<file path="src/hdl/slt_pkg.sv">
// shared types, codes and constants for the slew-limited level band tracker
// no dependencies; used by slt_mul and the top level
package slt_pkg;

    // sequencer states
    typedef enum logic [3:0] {
        ST_IDLE,
        ST_SIMPLE,
        ST_DEC_MUL,
        ST_SLEW_MUL,
        ST_DIV_RECIP,
        ST_DIV_BACK,
        ST_DIV_FIX,
        ST_EXP_A,
        ST_EXP_B,
        ST_EXP_C,
        ST_DECAY_MUL,
        ST_DECAY_FIN,
        ST_LEVEL,
        ST_BAND,
        ST_DONE
    } slt_state_t;

    // request kinds
    localparam logic [1:0] REQ_TICK   = 2'd0;
    localparam logic [1:0] REQ_STIM   = 2'd1;
    localparam logic [1:0] REQ_TARGET = 2'd2;

    // field widths fixed by the interface
    localparam int REQ_W     = 2;
    localparam int ELAPSED_W = 16;
    localparam int NOW_W     = 32;
    localparam int BAND_W    = 4;

    // configuration register map
    localparam int CFG_IDX_W  = 3;
    localparam int CFG_DATA_W = 24;
    localparam logic [CFG_IDX_W-1:0] CFG_MAX_SLEW   = 3'd0;
    localparam logic [CFG_IDX_W-1:0] CFG_DECAY_RATE = 3'd1;
    localparam logic [CFG_IDX_W-1:0] CFG_MIN_DWELL  = 3'd2;
    localparam logic [CFG_IDX_W-1:0] CFG_DWELL_QUAL = 3'd3;
    localparam logic [CFG_IDX_W-1:0] CFG_SLEW_EN    = 3'd4;
    localparam int RATE_W  = 24;
    localparam int DWELL_W = 16;

    // shared multiplier
    localparam int MUL_A_W = 32;
    localparam int MUL_B_W = 24;
    localparam int MUL_P_W = MUL_A_W + MUL_B_W;

    // divide by 1000 via reciprocal, quotient saturates at 2^20
    localparam int Q_W         = 21;
    localparam int N_W         = 30;
    localparam int NSUM_W      = 41;
    localparam int RECIP_SHIFT = 30;
    localparam logic [Q_W-1:0]    Q_SAT      = 21'h100000;
    localparam logic [NSUM_W-1:0] N_SAT      = 41'd1048576000;
    localparam logic [Q_W-1:0]    RECIP_1000 = 21'd1073741;
    localparam logic [9:0]        DIV_CONST  = 10'd1000;
    localparam logic [NSUM_W-1:0] DIV_HALF   = 41'd500;

    // q16 arithmetic
    localparam int Q16_W = 17;
    localparam logic [MUL_P_W-1:0] ROUND_Q16 = 56'd32768;

    // band thresholds in hundredths
    localparam int unsigned BAND_HUNDREDTHS [8] = '{5, 15, 30, 40, 55, 70, 85, 95};

    // exp(-n) in q16 for whole n, zero from 12 on
    function automatic logic [Q16_W-1:0] exp_whole_q16(input logic [4:0] idx);
        logic [Q16_W-1:0] res;
        case (idx)
            5'd0:    res = 17'd65536;
            5'd1:    res = 17'd24109;
            5'd2:    res = 17'd8869;
            5'd3:    res = 17'd3263;
            5'd4:    res = 17'd1200;
            5'd5:    res = 17'd442;
            5'd6:    res = 17'd162;
            5'd7:    res = 17'd60;
            5'd8:    res = 17'd22;
            5'd9:    res = 17'd8;
            5'd10:   res = 17'd3;
            5'd11:   res = 17'd1;
            default: res = 17'd0;
        endcase
        return res;
    endfunction

    // exp(-k/16) in q16
    function automatic logic [Q16_W-1:0] exp_sixteenth_q16(input logic [3:0] idx);
        logic [Q16_W-1:0] res;
        case (idx)
            4'd0:    res = 17'd65536;
            4'd1:    res = 17'd61565;
            4'd2:    res = 17'd57835;
            4'd3:    res = 17'd54331;
            4'd4:    res = 17'd51039;
            4'd5:    res = 17'd47947;
            4'd6:    res = 17'd45042;
            4'd7:    res = 17'd42313;
            4'd8:    res = 17'd39750;
            4'd9:    res = 17'd37341;
            4'd10:   res = 17'd35079;
            4'd11:   res = 17'd32954;
            4'd12:   res = 17'd30957;
            4'd13:   res = 17'd29081;
            4'd14:   res = 17'd27319;
            default: res = 17'd25664;
        endcase
        return res;
    endfunction

endpackage

</file>
<file path="src/hdl/slt_mul.sv">
// shared unsigned multiplier with registered product
// depends on slt_pkg for operand widths
module slt_mul
    import slt_pkg::*;
(
    input  logic               clk,
    input  logic [MUL_A_W-1:0] a,
    input  logic [MUL_B_W-1:0] b,
    output logic [MUL_P_W-1:0] prod
);

    logic [MUL_P_W-1:0] prod_reg;

    always_ff @(posedge clk)
    begin
        prod_reg <= {{MUL_B_W{1'b0}}, a} * {{MUL_A_W{1'b0}}, b};
    end

    assign prod = prod_reg;

endmodule

</file>
<file path="src/hdl/slew_limited_level_band_tracker.sv">
// top level of the slew-limited level band tracker: sequencer, state and datapath
// depends on slt_pkg and slt_mul (the shared multiplier)
//
// usage
// - config port: cfg_we writes cfg_data into register cfg_index at the clock edge;
//   write only while the block is idle
// - input channel: in_valid / in_stall; an item is taken when in_valid is high and
//   in_stall is low; in_stall stays high from the take until the sequencer is back
//   in idle, so one item is in flight at a time
// - output channel: out_valid / out_stall; one result item per input item, held in
//   an output register until taken, so a new input item can be taken while it waits
// - sequence: stimulus, target and unknown items pass one simple state, then done;
//   ticks run the decay if the accumulator is nonzero, the slew step if enabled; a
//   divide by 1000 runs product, reciprocal and back-multiply on the shared 32x24
//   multiplier, then a fix-up; the decay adds the table exponential and scaling, the
//   slew step its own divide; level update, band decision and result load follow
// - a stalled receiver holds the finished result in the done state; the sequencer
//   moves on once the output register frees up
// - reset: asynchronous, active low; level 0.47, accumulator 0, band 4, timers 0,
//   config registers to their defaults; no clearing pass
module slew_limited_level_band_tracker
    import slt_pkg::*;
#(
    parameter int BAND_COUNT      = 9,
    parameter int TIME_BITS       = 32,
    parameter int LEVEL_FRAC_BITS = 16
)
(
    input  logic                              clk,
    input  logic                              rst_n,
    input  logic                              cfg_we,
    input  logic [CFG_IDX_W-1:0]              cfg_index,
    input  logic [CFG_DATA_W-1:0]             cfg_data,
    input  logic                              in_valid,
    output logic                              in_stall,
    input  logic [REQ_W-1:0]                  req_type,
    input  logic [ELAPSED_W-1:0]              elapsed_ms,
    input  logic [NOW_W-1:0]                  now_ms,
    input  logic signed [LEVEL_FRAC_BITS+1:0] value,
    output logic                              out_valid,
    input  logic                              out_stall,
    output logic                              status,
    output logic [LEVEL_FRAC_BITS:0]          level,
    output logic [BAND_W-1:0]                 band,
    output logic                              changed,
    output logic signed [LEVEL_FRAC_BITS+1:0] accumulator
);

    // widths and constants that follow the level format
    localparam int LVL_W  = LEVEL_FRAC_BITS + 1;
    localparam int ACC_W  = LEVEL_FRAC_BITS + 2;
    localparam int SUM_W  = LEVEL_FRAC_BITS + 3;
    localparam int SH_L   = (LEVEL_FRAC_BITS >= 16) ? LEVEL_FRAC_BITS - 16 : 0;
    localparam int SH_R   = (LEVEL_FRAC_BITS < 16) ? 16 - LEVEL_FRAC_BITS : 0;
    localparam int STEP_W = Q_W + SH_L;
    localparam int NTHR   = (BAND_COUNT - 1 > 8) ? 8 : BAND_COUNT - 1;

    localparam longint unsigned ONE_L = 64'd1 << LEVEL_FRAC_BITS;
    localparam logic [LVL_W-1:0] ONE_LVL   = LVL_W'(ONE_L);
    localparam logic [LVL_W-1:0] LVL_RESET = LVL_W'((64'd47 * ONE_L + 64'd50) / 64'd100);
    localparam logic [LVL_W-1:0] TINY_MAG  = LVL_W'((ONE_L + 64'd999) / 64'd1000);
    localparam logic signed [SUM_W-1:0] ONE_SUM = SUM_W'(ONE_L);
    localparam logic [BAND_W-1:0] BAND_RESET = 4'd4;

    // sequencer
    slt_state_t state_reg, state_next;

    // configuration
    logic [RATE_W-1:0]  max_slew_reg;
    logic [RATE_W-1:0]  decay_rate_reg;
    logic [DWELL_W-1:0] min_dwell_reg;
    logic               dwell_qual_reg;
    logic               slew_en_reg;

    // tracker state
    logic [LVL_W-1:0]        lvl_reg, lvl_next;
    logic signed [ACC_W-1:0] acc_reg, acc_next;
    logic [BAND_W-1:0]       band_reg, band_next;
    logic [BAND_W-1:0]       pending_band_reg, pending_band_next;
    logic [TIME_BITS-1:0]    last_change_reg, last_change_next;
    logic [TIME_BITS-1:0]    cross_time_reg, cross_time_next;
    logic                    sustained_reg, sustained_next;

    // latched item
    logic [REQ_W-1:0]        kind_reg, kind_next;
    logic [ELAPSED_W-1:0]    el_reg, el_next;
    logic [TIME_BITS-1:0]    now_reg, now_next;
    logic signed [ACC_W-1:0] val_reg, val_next;

    // working registers of the sequence
    logic               div_slew_reg, div_slew_next;
    logic               sat_reg, sat_next;
    logic [N_W-1:0]     n_reg, n_next;
    logic [Q_W-1:0]     qe_reg, qe_next;
    logic [Q_W-1:0]     q_reg, q_next;
    logic [Q16_W-1:0]   f1_reg, f1_next;
    logic               status_reg, status_next;
    logic               changed_reg, changed_next;

    // output register
    logic                    out_valid_reg, out_valid_next;
    logic                    out_status_reg, out_status_next;
    logic [LVL_W-1:0]        out_level_reg, out_level_next;
    logic [BAND_W-1:0]       out_band_reg, out_band_next;
    logic                    out_changed_reg, out_changed_next;
    logic signed [ACC_W-1:0] out_acc_reg, out_acc_next;

    // shared multiplier
    logic [MUL_A_W-1:0] mul_a;
    logic [MUL_B_W-1:0] mul_b;
    logic [MUL_P_W-1:0] prod;

    // handshake
    logic in_accept;
    logic out_free;

    // divide by 1000
    logic [NSUM_W-1:0] n_sum;
    logic              n_sat;
    logic [Q_W-1:0]    qe;
    logic [N_W-1:0]    rem;
    logic [Q_W-1:0]    q_fix;

    // exponential and decay
    logic [MUL_P_W-1:0]    prod_round;
    logic [4:0]            x_whole;
    logic [3:0]            x_k;
    logic [11:0]           x_r;
    logic [24:0]           rr_round;
    logic [Q16_W-1:0]      poly;
    logic [Q16_W-1:0]      factor;
    logic                  acc_neg;
    logic signed [ACC_W-1:0] acc_abs;
    logic [LVL_W-1:0]      acc_mag;
    logic [LVL_W-1:0]      dec_mag;
    logic [LVL_W-1:0]      dec_kept;
    logic signed [ACC_W-1:0] acc_dec;

    // level update
    logic signed [SUM_W-1:0] lvl_ext;
    logic signed [SUM_W-1:0] acc_ext;
    logic signed [SUM_W-1:0] goal_raw;
    logic [LVL_W-1:0]        goal_lvl;
    logic signed [SUM_W-1:0] diff;
    logic signed [SUM_W-1:0] diff_abs;
    logic [LVL_W-1:0]        diff_mag;
    logic [STEP_W-1:0]       step_lvl;

    // stimulus and target
    logic signed [SUM_W-1:0] v_sum;
    logic signed [SUM_W-1:0] acc_sum;
    logic signed [SUM_W-1:0] acc_clamp;
    logic signed [SUM_W-1:0] tgt_diff;

    // band decision
    logic [NTHR-1:0]      thr_hit;
    logic [BAND_W-1:0]    natural;
    logic [TIME_BITS-1:0] span_last;
    logic [TIME_BITS-1:0] span_cross;
    logic [TIME_BITS-1:0] dwell_t;
    logic                 band_take;

    assign in_accept = in_valid && !in_stall;
    assign out_free  = !out_valid_reg || !out_stall;
    assign in_stall  = (state_reg != ST_IDLE);

    slt_mul u_mul
    (
        .clk  (clk),
        .a    (mul_a),
        .b    (mul_b),
        .prod (prod)
    );

    // ---------------------------------------------------------------------
    // divide by 1000: reciprocal estimate is low by at most one
    // ---------------------------------------------------------------------
    assign n_sum = prod[NSUM_W-2:0] + DIV_HALF;
    assign n_sat = (n_sum >= N_SAT);
    assign qe    = prod[RECIP_SHIFT +: Q_W];
    assign rem   = n_reg - prod[N_W-1:0];
    assign q_fix = sat_reg ? Q_SAT
                           : qe_reg + ((rem >= N_W'(DIV_CONST)) ? Q_W'(1) : Q_W'(0));

    // ---------------------------------------------------------------------
    // exp(-x): whole part and sixteenths from tables, remainder by polynomial
    // ---------------------------------------------------------------------
    assign prod_round = prod + ROUND_Q16;
    assign x_whole    = q_reg[20:16];
    assign x_k        = q_reg[15:12];
    assign x_r        = q_reg[11:0];
    assign rr_round   = prod[24:0] + 25'd65536;
    assign poly       = 17'd65536 - Q16_W'(x_r) + Q16_W'(rr_round[24:17]);
    assign factor     = prod_round[16 +: Q16_W];

    // accumulator magnitude scaling, tiny remainders drop to zero
    assign acc_neg  = acc_reg[ACC_W-1];
    assign acc_abs  = acc_neg ? -acc_reg : acc_reg;
    assign acc_mag  = acc_abs[LVL_W-1:0];
    assign dec_mag  = prod_round[16 +: LVL_W];
    assign dec_kept = (dec_mag < TINY_MAG) ? '0 : dec_mag;
    assign acc_dec  = acc_neg ? -$signed({1'b0, dec_kept}) : $signed({1'b0, dec_kept});

    // ---------------------------------------------------------------------
    // level: goal clamped to 0..1, then, when slew is enabled, limited by the slew step
    // ---------------------------------------------------------------------
    assign lvl_ext  = $signed({2'b00, lvl_reg});
    assign acc_ext  = {acc_reg[ACC_W-1], acc_reg};
    assign goal_raw = lvl_ext + acc_ext;

    always_comb
    begin
        if (goal_raw < 0)
            goal_lvl = '0;
        else if (goal_raw > ONE_SUM)
            goal_lvl = ONE_LVL;
        else
            goal_lvl = goal_raw[LVL_W-1:0];
    end

    assign diff     = $signed({2'b00, goal_lvl}) - lvl_ext;
    assign diff_abs = (diff < 0) ? -diff : diff;
    assign diff_mag = diff_abs[LVL_W-1:0];
    // step in q16 rescaled to the level format
    assign step_lvl = (STEP_W'(q_reg) << SH_L) >> SH_R;

    // ---------------------------------------------------------------------
    // stimulus add and target load
    // ---------------------------------------------------------------------
    assign v_sum    = {val_reg[ACC_W-1], val_reg};
    assign acc_sum  = acc_ext + v_sum;
    assign tgt_diff = v_sum - lvl_ext;

    always_comb
    begin
        if (acc_sum < -ONE_SUM)
            acc_clamp = -ONE_SUM;
        else if (acc_sum > ONE_SUM)
            acc_clamp = ONE_SUM;
        else
            acc_clamp = acc_sum;
    end

    // ---------------------------------------------------------------------
    // band classification: one comparator per threshold in use
    // ---------------------------------------------------------------------
    for (genvar g = 0; g < NTHR; g++)
    begin : g_thr
        localparam logic [LVL_W-1:0] THR =
            LVL_W'((64'(BAND_HUNDREDTHS[g]) * ONE_L + 64'd99) / 64'd100);
        assign thr_hit[g] = (lvl_reg >= THR);
    end

    // thresholds ascend, so the hit count is the band
    assign natural    = BAND_W'($countones(thr_hit));
    assign span_last  = now_reg - last_change_reg;
    assign span_cross = now_reg - cross_time_reg;
    assign dwell_t    = TIME_BITS'(min_dwell_reg);

    // ---------------------------------------------------------------------
    // next state
    // ---------------------------------------------------------------------
    always_comb
    begin
        state_next = state_reg;
        case (state_reg)
            ST_IDLE:
            begin
                if (in_accept)
                begin
                    if (req_type != REQ_TICK)
                        state_next = ST_SIMPLE;
                    else if (acc_reg != '0)
                        state_next = ST_DEC_MUL;
                    else if (slew_en_reg)
                        state_next = ST_SLEW_MUL;
                    else
                        state_next = ST_LEVEL;
                end
            end
            ST_SIMPLE:    state_next = ST_DONE;
            ST_DEC_MUL:   state_next = ST_DIV_RECIP;
            ST_SLEW_MUL:  state_next = ST_DIV_RECIP;
            ST_DIV_RECIP: state_next = ST_DIV_BACK;
            ST_DIV_BACK:  state_next = ST_DIV_FIX;
            ST_DIV_FIX:   state_next = div_slew_reg ? ST_LEVEL : ST_EXP_A;
            ST_EXP_A:     state_next = ST_EXP_B;
            ST_EXP_B:     state_next = ST_EXP_C;
            ST_EXP_C:     state_next = ST_DECAY_MUL;
            ST_DECAY_MUL: state_next = ST_DECAY_FIN;
            ST_DECAY_FIN: state_next = slew_en_reg ? ST_SLEW_MUL : ST_LEVEL;
            ST_LEVEL:     state_next = ST_BAND;
            ST_BAND:      state_next = ST_DONE;
            ST_DONE:
            begin
                if (out_free)
                    state_next = ST_IDLE;
            end
            default:      state_next = ST_IDLE;
        endcase
    end

    // ---------------------------------------------------------------------
    // datapath and outputs of each state
    // ---------------------------------------------------------------------
    always_comb
    begin
        lvl_next          = lvl_reg;
        acc_next          = acc_reg;
        band_next         = band_reg;
        pending_band_next = pending_band_reg;
        last_change_next  = last_change_reg;
        cross_time_next   = cross_time_reg;
        sustained_next    = sustained_reg;
        kind_next         = kind_reg;
        el_next           = el_reg;
        now_next          = now_reg;
        val_next          = val_reg;
        div_slew_next     = div_slew_reg;
        sat_next          = sat_reg;
        n_next            = n_reg;
        qe_next           = qe_reg;
        q_next            = q_reg;
        f1_next           = f1_reg;
        status_next       = status_reg;
        changed_next      = changed_reg;
        // a taken result empties the output register
        out_valid_next    = out_valid_reg && out_stall;
        out_status_next   = out_status_reg;
        out_level_next    = out_level_reg;
        out_band_next     = out_band_reg;
        out_changed_next  = out_changed_reg;
        out_acc_next      = out_acc_reg;
        mul_a             = '0;
        mul_b             = '0;
        band_take         = 1'b0;

        case (state_reg)
            ST_IDLE:
            begin
                if (in_accept)
                begin
                    kind_next    = req_type;
                    el_next      = elapsed_ms;
                    now_next     = TIME_BITS'(now_ms);
                    val_next     = value;
                    status_next  = 1'b0;
                    changed_next = 1'b0;
                end
            end
            ST_SIMPLE:
            begin
                case (kind_reg)
                    REQ_STIM:
                    begin
                        if (v_sum < -ONE_SUM || v_sum > ONE_SUM)
                            status_next = 1'b1;
                        else
                            acc_next = acc_clamp[ACC_W-1:0];
                    end
                    REQ_TARGET:
                    begin
                        if (v_sum < 0 || v_sum > ONE_SUM)
                            status_next = 1'b1;
                        else
                            acc_next = tgt_diff[ACC_W-1:0];
                    end
                    default:
                    begin
                    end
                endcase
            end
            ST_DEC_MUL:
            begin
                // decay exponent numerator: rate times elapsed ms
                div_slew_next = 1'b0;
                mul_a         = MUL_A_W'(decay_rate_reg);
                mul_b         = MUL_B_W'(el_reg);
            end
            ST_SLEW_MUL:
            begin
                div_slew_next = 1'b1;
                mul_a         = MUL_A_W'(max_slew_reg);
                mul_b         = MUL_B_W'(el_reg);
            end
            ST_DIV_RECIP:
            begin
                sat_next = n_sat;
                n_next   = n_sum[N_W-1:0];
                mul_a    = MUL_A_W'(n_sum[N_W-1:0]);
                mul_b    = MUL_B_W'(RECIP_1000);
            end
            ST_DIV_BACK:
            begin
                qe_next = qe;
                mul_a   = MUL_A_W'(qe);
                mul_b   = MUL_B_W'(DIV_CONST);
            end
            ST_DIV_FIX:
            begin
                q_next = q_fix;
            end
            ST_EXP_A:
            begin
                // a zero table entry carries through to a zero factor
                mul_a = MUL_A_W'(exp_whole_q16(x_whole));
                mul_b = MUL_B_W'(exp_sixteenth_q16(x_k));
            end
            ST_EXP_B:
            begin
                f1_next = prod_round[16 +: Q16_W];
                mul_a   = MUL_A_W'(x_r);
                mul_b   = MUL_B_W'(x_r);
            end
            ST_EXP_C:
            begin
                mul_a = MUL_A_W'(f1_reg);
                mul_b = MUL_B_W'(poly);
            end
            ST_DECAY_MUL:
            begin
                mul_a = MUL_A_W'(acc_mag);
                mul_b = MUL_B_W'(factor);
            end
            ST_DECAY_FIN:
            begin
                acc_next = acc_dec;
            end
            ST_LEVEL:
            begin
                if (!slew_en_reg || STEP_W'(diff_mag) <= step_lvl)
                    lvl_next = goal_lvl;
                else if (diff > 0)
                    lvl_next = lvl_reg + step_lvl[LVL_W-1:0];
                else
                    lvl_next = lvl_reg - step_lvl[LVL_W-1:0];
            end
            ST_BAND:
            begin
                if (natural == band_reg)
                    sustained_next = 1'b0;
                else if (span_last >= dwell_t)
                begin
                    if (!dwell_qual_reg)
                        band_take = 1'b1;
                    else if (pending_band_reg != natural)
                    begin
                        // new candidate band: restart the sustain timer
                        pending_band_next = natural;
                        cross_time_next   = now_reg;
                        sustained_next    = 1'b0;
                    end
                    else if (span_cross >= dwell_t)
                    begin
                        sustained_next = 1'b1;
                        band_take      = 1'b1;
                    end
                end
                if (band_take)
                begin
                    band_next        = natural;
                    last_change_next = now_reg;
                    changed_next     = 1'b1;
                end
            end
            ST_DONE:
            begin
                if (out_free)
                begin
                    out_valid_next   = 1'b1;
                    out_status_next  = status_reg;
                    out_level_next   = lvl_reg;
                    out_band_next    = band_reg;
                    out_changed_next = changed_reg;
                    out_acc_next     = acc_reg;
                end
            end
            default:
            begin
            end
        endcase
    end

    // ---------------------------------------------------------------------
    // control and tracker state
    // ---------------------------------------------------------------------
    always_ff @(posedge clk or negedge rst_n)
    begin
        if (!rst_n)
        begin
            state_reg        <= ST_IDLE;
            lvl_reg          <= LVL_RESET;
            acc_reg          <= '0;
            band_reg         <= BAND_RESET;
            pending_band_reg <= BAND_RESET;
            last_change_reg  <= '0;
            cross_time_reg   <= '0;
            sustained_reg    <= 1'b0;
            out_valid_reg    <= 1'b0;
        end
        else
        begin
            state_reg        <= state_next;
            lvl_reg          <= lvl_next;
            acc_reg          <= acc_next;
            band_reg         <= band_next;
            pending_band_reg <= pending_band_next;
            last_change_reg  <= last_change_next;
            cross_time_reg   <= cross_time_next;
            sustained_reg    <= sustained_next;
            out_valid_reg    <= out_valid_next;
        end
    end

    // configuration registers
    always_ff @(posedge clk or negedge rst_n)
    begin
        if (!rst_n)
        begin
            max_slew_reg   <= 24'd32768;
            decay_rate_reg <= 24'd6554;
            min_dwell_reg  <= 16'd500;
            dwell_qual_reg <= 1'b1;
            slew_en_reg    <= 1'b1;
        end
        else if (cfg_we)
        begin
            case (cfg_index)
                CFG_MAX_SLEW:   max_slew_reg   <= cfg_data[RATE_W-1:0];
                CFG_DECAY_RATE: decay_rate_reg <= cfg_data[RATE_W-1:0];
                CFG_MIN_DWELL:  min_dwell_reg  <= cfg_data[DWELL_W-1:0];
                CFG_DWELL_QUAL: dwell_qual_reg <= cfg_data[0];
                CFG_SLEW_EN:    slew_en_reg    <= cfg_data[0];
                default:
                begin
                end
            endcase
        end
    end

    // payload registers
    always_ff @(posedge clk)
    begin
        kind_reg        <= kind_next;
        el_reg          <= el_next;
        now_reg         <= now_next;
        val_reg         <= val_next;
        div_slew_reg    <= div_slew_next;
        sat_reg         <= sat_next;
        n_reg           <= n_next;
        qe_reg          <= qe_next;
        q_reg           <= q_next;
        f1_reg          <= f1_next;
        status_reg      <= status_next;
        changed_reg     <= changed_next;
        out_status_reg  <= out_status_next;
        out_level_reg   <= out_level_next;
        out_band_reg    <= out_band_next;
        out_changed_reg <= out_changed_next;
        out_acc_reg     <= out_acc_next;
    end

    assign out_valid   = out_valid_reg;
    assign status      = out_status_reg;
    assign level       = out_level_reg;
    assign band        = out_band_reg;
    assign changed     = out_changed_reg;
    assign accumulator = out_acc_reg;

    // ---------------------------------------------------------------------
    // checks
    // ---------------------------------------------------------------------

    // reciprocal estimate is never more than one below the true quotient
    a_div_fixup: assert property (@(posedge clk) disable iff (!rst_n)
        (state_reg == ST_DIV_FIX && !sat_reg) |-> (rem < N_W'(2000)))
        else $error("divide by 1000 remainder out of range");

    // an accepted band change really moves the band
    a_band_moves: assert property (@(posedge clk) disable iff (!rst_n)
        (state_reg == ST_BAND && band_take) |=> (band_reg != $past(band_reg)))
        else $error("band change taken without a new band");

    // a sustained crossing lands on the pending band
    a_sustain_band: assert property (@(posedge clk) disable iff (!rst_n)
        $rose(sustained_reg) |-> (band_reg == pending_band_reg))
        else $error("sustained crossing does not match pending band");

    // stimulus and target items leave the level alone
    a_simple_level: assert property (@(posedge clk) disable iff (!rst_n)
        (state_reg == ST_SIMPLE) |=> $stable(lvl_reg))
        else $error("non-tick item changed the level");

endmodule
</file>
<file path="config.mk">
export PLATFORM = sky130hd
export DESIGN_NAME = slew_limited_level_band_tracker
export DESIGN_NICKNAME = d
export VERILOG_FILES = /design/src/hdl/slt_pkg.sv /design/src/hdl/slt_mul.sv /design/src/hdl/slew_limited_level_band_tracker.sv
export SDC_FILE = /design/constraint.sdc
export NUM_CORES = 2
export LEC_CHECK = 0
export BUFFER_PORTS_ARGS = -buffer_cell sky130_fd_sc_hd__buf_4
export CORE_MARGIN = 2
export CORE_UTILIZATION = 40
export CTS_CLUSTER_SIZE = 14
export DETAILED_ROUTE_END_ITERATION = 10
export PLACE_DENSITY = 0.66
export SETUP_SLACK_MARGIN = 0.5
export SLEW_MARGIN = 20
export SYNTH_ARGS = -nofsm -noshare
export SYNTH_HDL_FRONTEND = slang
export SYNTH_SLANG_ARGS = --single-unit
</file>
<file path="constraint.sdc">
create_clock -name clk -period 10.3 [get_ports clk]
set_input_delay 1.545 -clock clk [delete_from_list [all_inputs] [get_ports clk]]
set_output_delay 1.545 -clock clk [all_outputs]
set_load 0.01 [all_outputs]
</file>
==> impl_metrics.py <==
metrics = {
    "timing": {
        "tightestPinTransition_ns": 1.09,
        "fin_crit_ns": 9.46,
        "hold_viol_final": 0,
        "slew_headroom_pct": 27.2,
        "clock_skew_ns": 0.0245,
        "timing.hold.ws_ns": 0.416,
        "setup_ws_ns": 0.836,
        "finalCritPeriodShare_pct": 91.9,
        "slew_viol_final": 0,
        "clock.fmax_mhz": 106,
        "final-setup-viol-count": 0,
        "rsz0062_at_grt": "no",
    },
    "floorplan": {
        "io_pins": 143,
        "fp-row-count": 127,
        "die_h_um": 352,
        "dieArea_sq_um": 124000,
        "die_x_um": 352,
        "coreArea_sq_um": 120000,
        "start_util_pct": 40.4,
    },
    "critical_path": {
        "cp-end-kind": "register",
        "critPathMaxFanout": 7,
        "critPathTopFamily": "adder cells",
        "max_stage_delay_ns": 0.54,
        "worstSetupStartpointType": "register",
        "r2r_start": "u_mul.prod[22]$_DFF_P_",
        "cp.required_ns": 10.87,
        "path_depth": 35,
        "ff2ff_path_depth": 35,
        "cp_common_cell": "fa_1",
        "crit_path_start": "u_mul.prod[22]$_DFF_P_",
        "path_buf_inv": 6,
        "crit_type": "reg2reg",
        "slowest_stage": "fa_1",
        "worst_ep_arrival_time_ns": 10.04,
    },
    "finish": {
        "fin_nets": 6577,
        "largest_reg_flops": 51,
        "seqCellArea_sq_um": 12200,
        "num-fill-cells": 11542,
        "final_common_cell": "inv_1",
        "drive_gt1_share_pct": 12.1,
        "final_cell_mix": "813 x inv_1, 526 x nand2_1, 459 x ha_1",
        "area_growth_pct": 13.7,
        "multi_input_area_sq_um": 33400,
    },
    "cts": {
        "cts_tree": "built",
        "numClockSinks": 462,
        "cts-root-buf": "clkbuf_16",
        "hold_buffers": 0,
        "numCtsBuffers": 54,
        "clk_path_buf_depth": 3,
        "cts.clk_slew.worst_paths_ns": 0.06,
        "clk_latency_ns": 0.65,
        "h-tree-depth": 2,
    },
    "global_route": {
        "grt_pass1_wl_mm": 237,
        "grt_pass1_vias": 39501,
        "grt_overflow": 0,
        "grt_max_degree": 121,
        "track_usage_pct": 24.5,
        "antenna_found_initial": 4,
    },
    "placed_design": {
        "place_ws_ns": -0.0547,
        "hpwl_mm": 125,
        "port_buffers": 142,
        "place.gp.congestion": 0.981,
    },
    "drt": {
        "drt_pre_antenna_iters": 6,
        "drc": 0,
        "avgViaCountPerCell": 5.48,
        "wl_per_cell_um": 21.3,
        "num_vias": 39557,
        "ant_nets": 0,
        "wl_mm": 154,
        "drt_iter0_drc": 2951,
    },
    "yosys": {
        "avgSynthCellArea_sq_um": 9.23,
        "synth-seq-cells": 462,
        "yosysWarnings": 0,
        "synth_flop_cell": "edfxtp_1",
        "netlist_area_sq_um": 48500,
        "yosys.cell_types.count": 99,
        "syn_inst": 5259,
        "async_reset_ff_share_pct": 38.5,
        "synth.yosys.seq_area_share_pct": 25.1,
        "synth_edf_count": 202,
    },
    "hold_path": {
        "hold_depth": 0,
        "worst_hold_path_type": "reg2reg",
        "min_from": "changed_reg$_DFFE_PP_",
    },
    "run": {
        "cap_violations": 0,
    },
    "outcome": {
        "status": "completed",
    },
}
==> per-stage QoR <==
stage                     instances  setup TNS, ns  instance area [sq um]  utilization, %
after floorplan                5324              0                  48800               -
after global placement         7099              0                  52800            43.9
after detailed placement       7099        -0.0553                  52800            43.9
after CTS                      7205              0                  54800            45.6
after global routing           7217              0                  55100            45.9
final                          7218              0                  55100            45.9
==> cells in the mapped netlist (78+ instances only) <==
| library cell | n | area (sq um) |
|---|---|---|
| nor3_1 | 100 | 500 |
| a21oi_1 | 238 | 1190 |
| xor2_1 | 99 | 867 |
| nand2_1 | 526 | 1970 |
| dfrtp_1 | 153 | 3830 |
| clkbuf_1 | 132 | 495 |
| inv_1 | 815 | 3060 |
| fa_1 | 455 | 9110 |
| mux2_2 | 92 | 1040 |
| o21ai_0 | 207 | 1040 |
| dfxtp_1 | 82 | 1640 |
| edfxtp_1 | 202 | 6070 |
| nand3_1 | 99 | 495 |
| a21o_1 | 78 | 586 |
| ha_1 | 463 | 5790 |
| xnor2_1 | 188 | 1650 |
| nor2_1 | 393 | 1480 |
==> repair_timing <==
item | CTS | global route
setup buffers | 3 | 11
gates resized for setup | 27 | 59
cloned | 1 | 0
endpoints found under the setup margin | 18 | 26
pin swaps | 4 | 24
==> per-layer routing <==
| layer | part of all wire, % | GRT usage [%] | up-vias |
|---|---|---|---|
| li1 | - | - | 18348 |
| met2 | 46 | 40.2 | 1411 |
| met4 | 4.1 | 8.66 | 4 |
| met1 | 43 | 33.2 | 19511 |
| met3 | 6.6 | 3.28 | 283 |
| met5 | 0.016 | 0 | - |
==> cell families (layout without fill, tap and decap cells) <==
group / count (synthesis) / count (layout) / share of synthesized area [%]
mux: 138 / 138 / 3.39
compound gates: 986 / 986 / 13.6
xor+xnor: 288 / 288 / 5.23
other cells: 2 / 68 / 0.0155
fa+ha+maj: 918 / 918 / 30.7
flops: 462 / 462 / 25.1
buf+inv: 966 / 1247 / 7.55
simple gates: 1499 / 1499 / 14.4
==> worst reg2reg max path, delay by kind of cell (launching register included) <==
family / cells / cell delay (ns)
xor gates and xnor gates: 3 / 0.41
and+or+nand+nor: 8 / 1.93
buffers and inverters: 6 / 0.80
AOI/OAI and AO/OA: 9 / 1.54
DFF: 1 / 0.51
adders and majority gates: 9 / 4.20
==> layout make-up <==
cell class | instances | share of cell area (%)
inverters | 816 | 5.55
clock buffers | 74 | 2.73
repair buffers | 329 | 4.79
diodes | 1 | 0.00454
flip-flops and latches | 462 | 22.1
clock inverters | 28 | 0.622
multi-input cells | 3896 | 60.5
well taps | 1612 | 3.66
==> worst paths after layout <==
path | endpoint | slack [ns]
setup / recovery | u_mul.prod[44]$_DFF_P_ | 0.84
hold / removal | changed$_DFFE_PP_ | 0.42
setup reg to reg | u_mul.prod[44]$_DFF_P_ | 0.84
hold reg to reg | changed$_DFFE_PP_ | 0.42
max in group asynchronous | acc_reg[0]$_DFFE_PN0P_ | 8.27
min in group asynchronous | cross_time_reg[5]$_DFFE_PN0P_ | 0.81
Power is left out: the tool's default activity adds up to more than one toggle a clock period on the data nets, which glitch-free logic cannot reach.
